[config.mk]
export PLATFORM = sky130hd
export DESIGN_NAME = periodic_job_timer_table
export DESIGN_NICKNAME = d
export VERILOG_FILES = /design/src/rtl/pjtt_pkg.sv /design/src/rtl/pjtt_ctrl.sv /design/src/rtl/pjtt_datapath.sv /design/src/rtl/periodic_job_timer_table.sv
export SDC_FILE = /design/constraint.sdc
export NUM_CORES = 2
export LEC_CHECK = 0
export BUFFER_PORTS_ARGS = -buffer_cell sky130_fd_sc_hd__buf_4
export CORE_AREA = 5 5 588 416
export DETAILED_ROUTE_END_ITERATION = 10
export DIE_AREA = 0 0 593 421
export PLACE_DENSITY_LB_ADDON = 0.25
export SLEW_MARGIN = 0
export SYNTH_ARGS = -nofsm -noshare
export SYNTH_HDL_FRONTEND = slang
export SYNTH_SLANG_ARGS = --single-unit
[constraint.sdc]
create_clock -name clk -period 17.53 [get_ports clk]
set_clock_uncertainty 0.1 [all_clocks]
set_input_delay 0.8765 -clock clk [delete_from_list [all_inputs] [get_ports clk]]
set_output_delay 0.8765 -clock clk [all_outputs]
set_load 0.02 [all_outputs]
[src/rtl/pjtt_pkg.sv]
// ----------------------------------------------------------------------------
// pjtt_pkg
// Shared types and codes for the periodic job timer table: command codes,
// result status codes, controller states and the control/status bundles.
// ----------------------------------------------------------------------------
package pjtt_pkg;

  // Field widths fixed by the interface.
  localparam int ID_W  = 16;
  localparam int TAG_W = 32;

  // Command codes carried on in_cmd; the remaining code is ignored.
  localparam logic [1:0] CMD_TICK   = 2'd0;
  localparam logic [1:0] CMD_CREATE = 2'd1;
  localparam logic [1:0] CMD_REMOVE = 2'd2;

  // Result status codes.
  typedef enum logic [2:0] {
    STAT_FIRED     = 3'd0,
    STAT_CREATED   = 3'd1,
    STAT_REMOVED   = 3'd2,
    STAT_NOT_FOUND = 3'd3,
    STAT_FULL      = 3'd4
  } status_t;

  // Controller states.
  typedef enum logic [2:0] {
    S_IDLE,
    S_CREATE,
    S_SWEEP,
    S_DRAIN,
    S_FINISH
  } state_t;

  // Commands from the controller to the datapath.
  typedef struct packed {
    logic accept;  // capture the command and clear the sweep bookkeeping
    logic create;  // append a job, or report a full table
    logic issue;   // read the next table entry of the sweep
    logic finish;  // give the closing result and commit the new fill count
  } ctl_t;

  // Status from the datapath to the controller.
  typedef struct packed {
    logic empty;        // no jobs in the table
    logic last_issued;  // the entry being read is the last one in use
  } sts_t;

endpackage

[src/rtl/pjtt_ctrl.sv]
// ----------------------------------------------------------------------------
// pjtt_ctrl
// Controller of the job table. Accepts a command, walks the datapath through
// a create, or through a sweep of the table for a tick or a remove.
// ----------------------------------------------------------------------------
module pjtt_ctrl (
  input  logic             clk,
  input  logic             rst_n,
  input  logic             start,
  input  logic [1:0]       in_cmd,
  input  pjtt_pkg::sts_t   sts,
  output pjtt_pkg::ctl_t   ctl,
  output logic             busy
);

  pjtt_pkg::state_t state_r;
  pjtt_pkg::state_t state_nxt;

  // State register.
  always_ff @(posedge clk) begin
    if (!rst_n) begin
      state_r <= pjtt_pkg::S_IDLE;
    end else begin
      state_r <= state_nxt;
    end
  end

  // Next state and commands to the datapath.
  always_comb begin
    state_nxt = state_r;
    ctl       = '0;
    busy      = 1'b1;
    unique case (state_r)
      pjtt_pkg::S_IDLE: begin
        busy       = 1'b0;
        ctl.accept = start;
        if (start) begin
          unique case (in_cmd) inside
            pjtt_pkg::CMD_CREATE: begin
              state_nxt = pjtt_pkg::S_CREATE;
            end
            pjtt_pkg::CMD_TICK, pjtt_pkg::CMD_REMOVE: begin
              state_nxt = sts.empty ? pjtt_pkg::S_FINISH : pjtt_pkg::S_SWEEP;
            end
            default: begin
              state_nxt = pjtt_pkg::S_IDLE;
            end
          endcase
        end
      end
      pjtt_pkg::S_CREATE: begin
        ctl.create = 1'b1;
        state_nxt  = pjtt_pkg::S_IDLE;
      end
      pjtt_pkg::S_SWEEP: begin
        ctl.issue = 1'b1;
        if (sts.last_issued) begin
          state_nxt = pjtt_pkg::S_DRAIN;
        end
      end
      pjtt_pkg::S_DRAIN: begin
        // The last entry read is processed in this cycle.
        state_nxt = pjtt_pkg::S_FINISH;
      end
      pjtt_pkg::S_FINISH: begin
        ctl.finish = 1'b1;
        state_nxt  = pjtt_pkg::S_IDLE;
      end
      default: begin
        state_nxt = pjtt_pkg::S_IDLE;
      end
    endcase
  end

endmodule

[src/rtl/pjtt_datapath.sv]
// ----------------------------------------------------------------------------
// pjtt_datapath
// Job table storage and processing. Jobs are packed in entries 0..n-1 in
// creation order. A sweep reads one entry a cycle and writes kept entries
// back at a separate write index, so dropped jobs close up without gaps.
// ----------------------------------------------------------------------------
module pjtt_datapath #(
  parameter int MAX_JOBS    = 16,
  parameter int COUNT_WIDTH = 16
) (
  input  logic                        clk,
  input  logic                        rst_n,
  input  pjtt_pkg::ctl_t              ctl,
  output pjtt_pkg::sts_t              sts,
  input  logic [1:0]                  in_cmd,
  input  logic [15:0]                 in_period,
  input  logic [15:0]                 in_repeat_count,
  input  logic [15:0]                 in_job_id,
  input  logic [31:0]                 in_tag,
  output logic                        out_valid,
  output logic [2:0]                  out_status,
  output logic [pjtt_pkg::ID_W-1:0]   out_id,
  output logic [pjtt_pkg::TAG_W-1:0]  out_tag,
  output logic                        out_final_fire,
  output logic                        out_last
);

  localparam int IW = $clog2(MAX_JOBS);
  localparam int NW = $clog2(MAX_JOBS + 1);
  localparam int CW = COUNT_WIDTH;
  localparam int DW = pjtt_pkg::ID_W;
  localparam int TW = pjtt_pkg::TAG_W;

  // Table memories, one write and one registered read port each.
  logic [DW-1:0] mem_id   [MAX_JOBS];
  logic [CW-1:0] mem_per  [MAX_JOBS];
  logic [CW-1:0] mem_cnt  [MAX_JOBS];
  logic [CW-1:0] mem_rem  [MAX_JOBS];
  logic [TW-1:0] mem_tag  [MAX_JOBS];

  // Captured command.
  logic [1:0]    cmd_r;
  logic [DW-1:0] jid_r;
  logic [CW-1:0] per_r;
  logic [CW-1:0] rep_r;
  logic [TW-1:0] tag_r;

  // Read data of the entry under processing.
  logic [DW-1:0] rd_id_r;
  logic [CW-1:0] rd_per_r;
  logic [CW-1:0] rd_cnt_r;
  logic [CW-1:0] rd_rem_r;
  logic [TW-1:0] rd_tag_r;

  // Control state.
  logic [NW-1:0] n_r,          n_nxt;
  logic [DW-1:0] next_id_r,    next_id_nxt;
  logic [IW-1:0] rd_i_r,       rd_i_nxt;
  logic [NW-1:0] wr_i_r,       wr_i_nxt;
  logic          proc_valid_r, proc_valid_nxt;
  logic          hit_r,        hit_nxt;
  logic          hold_valid_r, hold_valid_nxt;
  logic          out_valid_r,  out_valid_nxt;

  // Held fire result and output payload.
  logic [DW-1:0]     hold_id_r,     hold_id_nxt;
  logic [TW-1:0]     hold_tag_r,    hold_tag_nxt;
  logic              hold_fin_r,    hold_fin_nxt;
  pjtt_pkg::status_t out_status_r,  out_status_nxt;
  logic [DW-1:0]     out_id_r,      out_id_nxt;
  logic [TW-1:0]     out_tag_r,     out_tag_nxt;
  logic              out_fin_r,     out_fin_nxt;
  logic              out_last_r,    out_last_nxt;

  // Memory write port.
  logic          mem_we;
  logic [IW-1:0] mem_waddr;
  logic [DW-1:0] w_id;
  logic [CW-1:0] w_per;
  logic [CW-1:0] w_cnt;
  logic [CW-1:0] w_rem;
  logic [TW-1:0] w_tag;

  // Tick update of the entry under processing.
  logic          is_tick;
  logic [CW-1:0] cnt_inc;
  logic [CW-1:0] rem_dec;
  logic          fire;
  logic          fin;
  logic          drop;
  logic [CW-1:0] new_cnt;
  logic [CW-1:0] new_rem;

  assign is_tick = (cmd_r == pjtt_pkg::CMD_TICK);
  assign cnt_inc = rd_cnt_r + CW'(1);
  assign rem_dec = rd_rem_r - CW'(1);
  assign fire    = (rd_per_r != '0) && (cnt_inc == rd_per_r);
  assign fin     = fire && (rd_rem_r != '0) && (rem_dec == '0);
  assign new_cnt = fire ? '0 : ((rd_per_r != '0) ? cnt_inc : rd_cnt_r);
  assign new_rem = (fire && (rd_rem_r != '0)) ? rem_dec : rd_rem_r;

  // A tick drops a job whose repeats ran out; a remove drops the first match.
  assign drop = is_tick ? fin : (!hit_r && (rd_id_r == jid_r));

  // Status to the controller.
  assign sts.empty       = (n_r == '0);
  assign sts.last_issued = (NW'(rd_i_r) == (n_r - NW'(1)));

  // Next-state logic for the sweep, the create and the closing result.
  always_comb begin
    n_nxt          = n_r;
    next_id_nxt    = next_id_r;
    rd_i_nxt       = rd_i_r;
    wr_i_nxt       = wr_i_r;
    proc_valid_nxt = ctl.issue;
    hit_nxt        = hit_r;
    hold_valid_nxt = hold_valid_r;
    hold_id_nxt    = hold_id_r;
    hold_tag_nxt   = hold_tag_r;
    hold_fin_nxt   = hold_fin_r;
    out_valid_nxt  = 1'b0;
    out_status_nxt = out_status_r;
    out_id_nxt     = out_id_r;
    out_tag_nxt    = out_tag_r;
    out_fin_nxt    = out_fin_r;
    out_last_nxt   = out_last_r;
    mem_we         = 1'b0;
    mem_waddr      = wr_i_r[IW-1:0];
    w_id           = rd_id_r;
    w_per          = rd_per_r;
    w_cnt          = rd_cnt_r;
    w_rem          = rd_rem_r;
    w_tag          = rd_tag_r;

    // New command: restart the sweep bookkeeping.
    if (ctl.accept) begin
      rd_i_nxt       = '0;
      wr_i_nxt       = '0;
      hit_nxt        = 1'b0;
      hold_valid_nxt = 1'b0;
    end

    if (ctl.issue) begin
      rd_i_nxt = rd_i_r + IW'(1);
    end

    // Process the entry read in the previous cycle.
    if (proc_valid_r) begin
      if (is_tick) begin
        w_cnt = new_cnt;
        w_rem = new_rem;
        if (fire) begin
          // A fire is held back one event so the last one can be marked.
          if (hold_valid_r) begin
            out_valid_nxt  = 1'b1;
            out_status_nxt = pjtt_pkg::STAT_FIRED;
            out_id_nxt     = hold_id_r;
            out_tag_nxt    = hold_tag_r;
            out_fin_nxt    = hold_fin_r;
            out_last_nxt   = 1'b0;
          end
          hold_valid_nxt = 1'b1;
          hold_id_nxt    = rd_id_r;
          hold_tag_nxt   = rd_tag_r;
          hold_fin_nxt   = fin;
        end
      end else if (drop) begin
        hit_nxt = 1'b1;
      end
      if (!drop) begin
        mem_we   = 1'b1;
        wr_i_nxt = wr_i_r + NW'(1);
      end
    end

    // Append a job at the end of the table, or report a full table.
    if (ctl.create) begin
      out_valid_nxt = 1'b1;
      out_tag_nxt   = '0;
      out_fin_nxt   = 1'b0;
      out_last_nxt  = 1'b1;
      if (n_r == NW'(MAX_JOBS)) begin
        out_status_nxt = pjtt_pkg::STAT_FULL;
        out_id_nxt     = '0;
      end else begin
        mem_we         = 1'b1;
        mem_waddr      = n_r[IW-1:0];
        w_id           = next_id_r;
        w_per          = per_r;
        w_cnt          = '0;
        w_rem          = rep_r;
        w_tag          = tag_r;
        out_status_nxt = pjtt_pkg::STAT_CREATED;
        out_id_nxt     = next_id_r;
        n_nxt          = n_r + NW'(1);
        next_id_nxt    = next_id_r + DW'(1);
      end
    end

    // Close the sweep: commit the fill count and give the final result.
    if (ctl.finish) begin
      n_nxt = wr_i_r;
      if (is_tick) begin
        if (hold_valid_r) begin
          out_valid_nxt  = 1'b1;
          out_status_nxt = pjtt_pkg::STAT_FIRED;
          out_id_nxt     = hold_id_r;
          out_tag_nxt    = hold_tag_r;
          out_fin_nxt    = hold_fin_r;
          out_last_nxt   = 1'b1;
        end
        hold_valid_nxt = 1'b0;
      end else begin
        out_valid_nxt  = 1'b1;
        out_status_nxt = hit_r ? pjtt_pkg::STAT_REMOVED : pjtt_pkg::STAT_NOT_FOUND;
        out_id_nxt     = jid_r;
        out_tag_nxt    = '0;
        out_fin_nxt    = 1'b0;
        out_last_nxt   = 1'b1;
      end
    end
  end

  // Control registers.
  always_ff @(posedge clk) begin
    if (!rst_n) begin
      n_r          <= '0;
      next_id_r    <= '0;
      rd_i_r       <= '0;
      wr_i_r       <= '0;
      proc_valid_r <= 1'b0;
      hit_r        <= 1'b0;
      hold_valid_r <= 1'b0;
      out_valid_r  <= 1'b0;
    end else begin
      n_r          <= n_nxt;
      next_id_r    <= next_id_nxt;
      rd_i_r       <= rd_i_nxt;
      wr_i_r       <= wr_i_nxt;
      proc_valid_r <= proc_valid_nxt;
      hit_r        <= hit_nxt;
      hold_valid_r <= hold_valid_nxt;
      out_valid_r  <= out_valid_nxt;
    end
  end

  // Payload registers.
  always_ff @(posedge clk) begin
    if (ctl.accept) begin
      cmd_r <= in_cmd;
      jid_r <= in_job_id;
      per_r <= CW'(in_period);
      rep_r <= CW'(in_repeat_count);
      tag_r <= in_tag;
    end
    hold_id_r    <= hold_id_nxt;
    hold_tag_r   <= hold_tag_nxt;
    hold_fin_r   <= hold_fin_nxt;
    out_status_r <= out_status_nxt;
    out_id_r     <= out_id_nxt;
    out_tag_r    <= out_tag_nxt;
    out_fin_r    <= out_fin_nxt;
    out_last_r   <= out_last_nxt;
  end

  // Table memories: one write and one registered read a cycle.
  always_ff @(posedge clk) begin
    if (mem_we) begin
      mem_id[mem_waddr]  <= w_id;
      mem_per[mem_waddr] <= w_per;
      mem_cnt[mem_waddr] <= w_cnt;
      mem_rem[mem_waddr] <= w_rem;
      mem_tag[mem_waddr] <= w_tag;
    end
    if (ctl.issue) begin
      rd_id_r  <= mem_id[rd_i_r];
      rd_per_r <= mem_per[rd_i_r];
      rd_cnt_r <= mem_cnt[rd_i_r];
      rd_rem_r <= mem_rem[rd_i_r];
      rd_tag_r <= mem_tag[rd_i_r];
    end
  end

  assign out_valid      = out_valid_r;
  assign out_status     = out_status_r;
  assign out_id         = out_id_r;
  assign out_tag        = out_tag_r;
  assign out_final_fire = out_fin_r;
  assign out_last       = out_last_r;

endmodule

[src/rtl/periodic_job_timer_table.sv]
// Create: busy in the create state that follows the accept.
// Tick and remove: busy in the sweep, drain and finish states, or in the finish
// state alone if the table is empty; the sweep reads one table entry a cycle
// through one memory port. Any final result shows in the cycle busy falls.
// Reset is synchronous: the table empties and ids restart from zero.
// Results are strobed by out_valid for one cycle; the receiver cannot stall.
// ----------------------------------------------------------------------------
// periodic_job_timer_table
// Ordered table of periodic jobs with create, remove by id and tick commands.
// A tick advances each job and reports fire events in table order.
// ----------------------------------------------------------------------------
module periodic_job_timer_table #(
  parameter int MAX_JOBS    = 16,
  parameter int COUNT_WIDTH = 16
) (
  input  logic        clk,
  input  logic        rst_n,
  input  logic        start,
  output logic        busy,
  input  logic [1:0]  in_cmd,
  input  logic [15:0] in_period,
  input  logic [15:0] in_repeat_count,
  input  logic [15:0] in_job_id,
  input  logic [31:0] in_tag,
  output logic        out_valid,
  output logic [2:0]  out_status,
  output logic [15:0] out_id,
  output logic [31:0] out_tag,
  output logic        out_final_fire,
  output logic        out_last
);

  pjtt_pkg::ctl_t ctl;
  pjtt_pkg::sts_t sts;

  // Sequencing of each command.
  pjtt_ctrl u_ctrl (
    .clk    (clk),
    .rst_n  (rst_n),
    .start  (start),
    .in_cmd (in_cmd),
    .sts    (sts),
    .ctl    (ctl),
    .busy   (busy)
  );

  // Table storage, job update and result registers.
  pjtt_datapath #(
    .MAX_JOBS    (MAX_JOBS),
    .COUNT_WIDTH (COUNT_WIDTH)
  ) u_datapath (
    .clk             (clk),
    .rst_n           (rst_n),
    .ctl             (ctl),
    .sts             (sts),
    .in_cmd          (in_cmd),
    .in_period       (in_period),
    .in_repeat_count (in_repeat_count),
    .in_job_id       (in_job_id),
    .in_tag          (in_tag),
    .out_valid       (out_valid),
    .out_status      (out_status),
    .out_id          (out_id),
    .out_tag         (out_tag),
    .out_final_fire  (out_final_fire),
    .out_last        (out_last)
  );

endmodule

==> summary.txt <==
Status
  – Status: complete, no violations

Placed design
  – Placed wire-length estimate: 102.4 mm
  – Placement-stage cell area: 0.07621 mm2
  – Placed insts: 6561
  – GP Congestion: about 0.79
  – IO Port Bufs: 139

Die
  – Top Ports: 140
  – Core ar.: 0.2378 mm2
  – Die Span X: 593 um
  – Die height: approximately 420 um
  – Die Area: about 0.25 mm2
  – Starting Density: ~30%
  – Core Rows: 150

GRT
  – Initial antenna violation count: 10
  – Largest net degree at the start of global routing: about 140
  – Vias in the first global route: ~34000
  – Total gr overflow: 0
  – First-pass GRT wire length: between 200 and 300 mm
  – GRT Total Usage: roughly 14%

Critical path
  – Worst path arrival time: 6.93 ns
  – R2R Setup Slk: 10.90 ns
  – Worst r2r path cells: 12
  – Reg2reg end: u_datapath.mem_tag[6][9]
  – CP Launch Point: u_datapath.rd_cnt_r[0]
  – Worst r2r src: u_datapath.rd_cnt_r[0]
  – CP max FO: 45
  – CP endpoint kind: register
  – Crit path kind: register to register
  – Startpoint types: register
  – CP Data Required Time: between 15 and 20 ns

Pwr
  – Lkg Pwr: 0.02480 uW
  – P per Cell Area: 115.8 mW/mm2
  – Peak VDD IR: 0.00008011 V

Clock network
  – Clock slew at reported path FFs: approximately 0.06 ns
  – Buffer count from post-CTS setup fixing: 0
  – CTS root buffer: clkbuf_16
  – Post-CTS Hold Fix Bufs: 0
  – CTS resizes: 0
  – Clock tree buffer depth: 4
  – Htree depth: 4
  – Clock Sink Count: 1853
  – Worst-Skew Late Latency: 0.82 ns
  – CTS tree: built
  – CTS Buf Count: around 180

STA
  – Slew @ Worst Pin: 1.365 ns
  – Final worst path period need: 6.628 ns
  – Rel. slew slack: between 8 and 9%
  – Setup TNS: 0 ns
  – Hold Slack: between 0.1 and 0.15 ns
  – Setup repair after global routing missed its margin: no
  – Final Hold Fails: 0
  – Final Max Slew Viols: 0
  – Peak Freq: 0.1509 GHz
  – Final setup violation count: 0
  – Crit share post-route: 37.81%

Cells and area
  – Fin area: 0.08190 mm2
  – Final core utilization: 34.44%
  – Area growth from synthesis to layout: 15.19%
  – Register area: 0.05476 mm2
  – Final nets: 3646
  – Filler cells: 22070
  – Fin cells: 6885
  – Multi-input gate area: 0.01574 mm2
  – Commonest cells after routing, fill and taps aside: 1763 x edfxtp_1, 480 x mux4_2, 261 x nand2_1
  – Commonest non-fill, non-tap cell in the layout: edfxtp_1
  – Ratio of cells with drive above 1 in the final layout: a little over a quarter

Worst hold path
  – Hold crit path type: input pin to register
  – Hold Path Origin: in_tag[17]
  – Hold Crit Endpoint: u_datapath.tag_r[17]
  – Hold depth: 1

Drt
  – TritonRoute pass-1 iters: 5
  – Vias per inst: 4.942
  – Drt first-iter violations: 3757
  – Wirelength per Cell: 26.27 um
  – Via count: 34030
  – Final WL: 180.9 mm
  – DRC viols: 0
  – Remaining antenna violation count after routing: 0

Yosys
  – Post-synth top flop: edfxtp_1
  – Syn_area_per_cell: 21.37 um2
  – Net count after synthesis: around 3400
  – Number of flops mapped to enable cells by yosys: 1763
  – Asr flop ratio synth: 0%
  – Synth Warn #: 0
  – Sequential area share after synthesis: 76.99%
  – Post-synthesis cell count: 3327
  – Unique masters post-synth: 70
  – Post-Syn Area: 0.07111 mm2
  – Synthesized flop and latch total: between 1500 and 2000

Flow run
  – MaxCap Viol Count: 0
## layer usage
layer	wire length (um)	vias to the layer above	GRT usage [%]	part of all wire, %
met5	13	-	0	0.0072
met2	75880	1192	19.67	42
met1	89000	18410	22.84	49
li1	-	14220	-	-
met3	13560	196	3.285	7.5
met4	2437	2	2.319	1.3
## worst max path at each step
stage                     slack (ns)                         to  cells after the start
after floorplan                 9.87  u_datapath.mem_cnt[12][0]                     12
after global placement         10.93  u_datapath.mem_rem[6][15]                     12
after detailed placement       10.86   u_datapath.mem_cnt[6][4]                     12
after CTS                      10.83   u_datapath.mem_tag[6][4]                     12
after global routing           10.56   u_datapath.mem_tag[6][9]                     12
final                          10.90   u_datapath.mem_tag[6][9]                     12
## stage by stage
stage | setup slack, ns | total power, uW
5_1_grt | 10.56 | 9854
6_report | 10.90 | 9486
3_3_place_gp | 10.93 | 5785
2_1_floorplan | 9.872 | 5518
3_5_place_dp | 10.86 | 5792
4_1_cts | 10.83 | 9606
## Yosys cell counts (20+ instances only)
| cell | count | share of area [%] |
|---|---|---|
| nand2_1 | 261 | 1.4 |
| nor2_1 | 59 | 0.31 |
| a21oi_1 | 40 | 0.28 |
| buf_1 | 41 | 0.22 |
| nand3_1 | 36 | 0.25 |
| xnor2_1 | 53 | 0.65 |
| a22o_1 | 33 | 0.41 |
| nand4_1 | 20 | 0.18 |
| edfxtp_1 | 1763 | 74 |
| xor2_1 | 31 | 0.38 |
| nand3b_1 | 21 | 0.22 |
| clkbuf_1 | 115 | 0.61 |
| o21ai_0 | 42 | 0.30 |
| mux4_2 | 480 | 15 |
| dfxtp_1 | 90 | 2.5 |
## critical path, stage by stage (launching register included)
cell	delay, ns
edfxtp_1	0.50
ha_1	0.32
nand3_1	0.19
o311ai_0	0.34
o41ai_1	0.13
a31oi_1	0.42
or3b_4	0.28
nor4_4	0.09
a31oi_2	0.67
nand3_1	0.49
a21oi_4	0.90
buf_4	0.93
buf_4	0.72
## flip-flops by register name, summed over array words and instances, names as in the netlist, 32 cells and up
register / flops
u_datapath.tag_r: 32
u_datapath.hold_tag_r: 32
u_datapath.mem_rem: 256
u_datapath.out_tag: 32
u_datapath.mem_per: 256
u_datapath.mem_cnt: 256
u_datapath.mem_tag: 512
u_datapath.rd_tag_r: 32
u_datapath.mem_id: 256
## logic make-up after synthesis
family / after synthesis / share of synthesized area (%)
simple gates: 514 / 3.445
mux: 498 / 15.48
compound gates: 182 / 1.768
buf+inv: 187 / 1.128
flops: 1853 / 76.99
fa+ha+maj: 9 / 0.1584
xor+xnor: 84 / 1.035
## power by group
group | total, uW | internal [uW] | switching [uW]
combinational | 601 | 195 | 406
sequential | 5090 | 5040 | 51.3
clock | 3800 | 2150 | 1650
## cell type report
| type | instances | area share (%) |
|---|---|---|
| antenna | 1 | 0.003055 |
| inverter | 10 | 0.05499 |
| sequential | 1853 | 66.86 |
| clock buffer | 235 | 6.077 |
| clock inverter | 88 | 0.8646 |
| multi-input combinational | 1287 | 19.22 |
| timing repair buffer | 219 | 2.053 |
| tap | 3192 | 4.876 |
No activity file was read; power rests on OpenSTA's default activity.
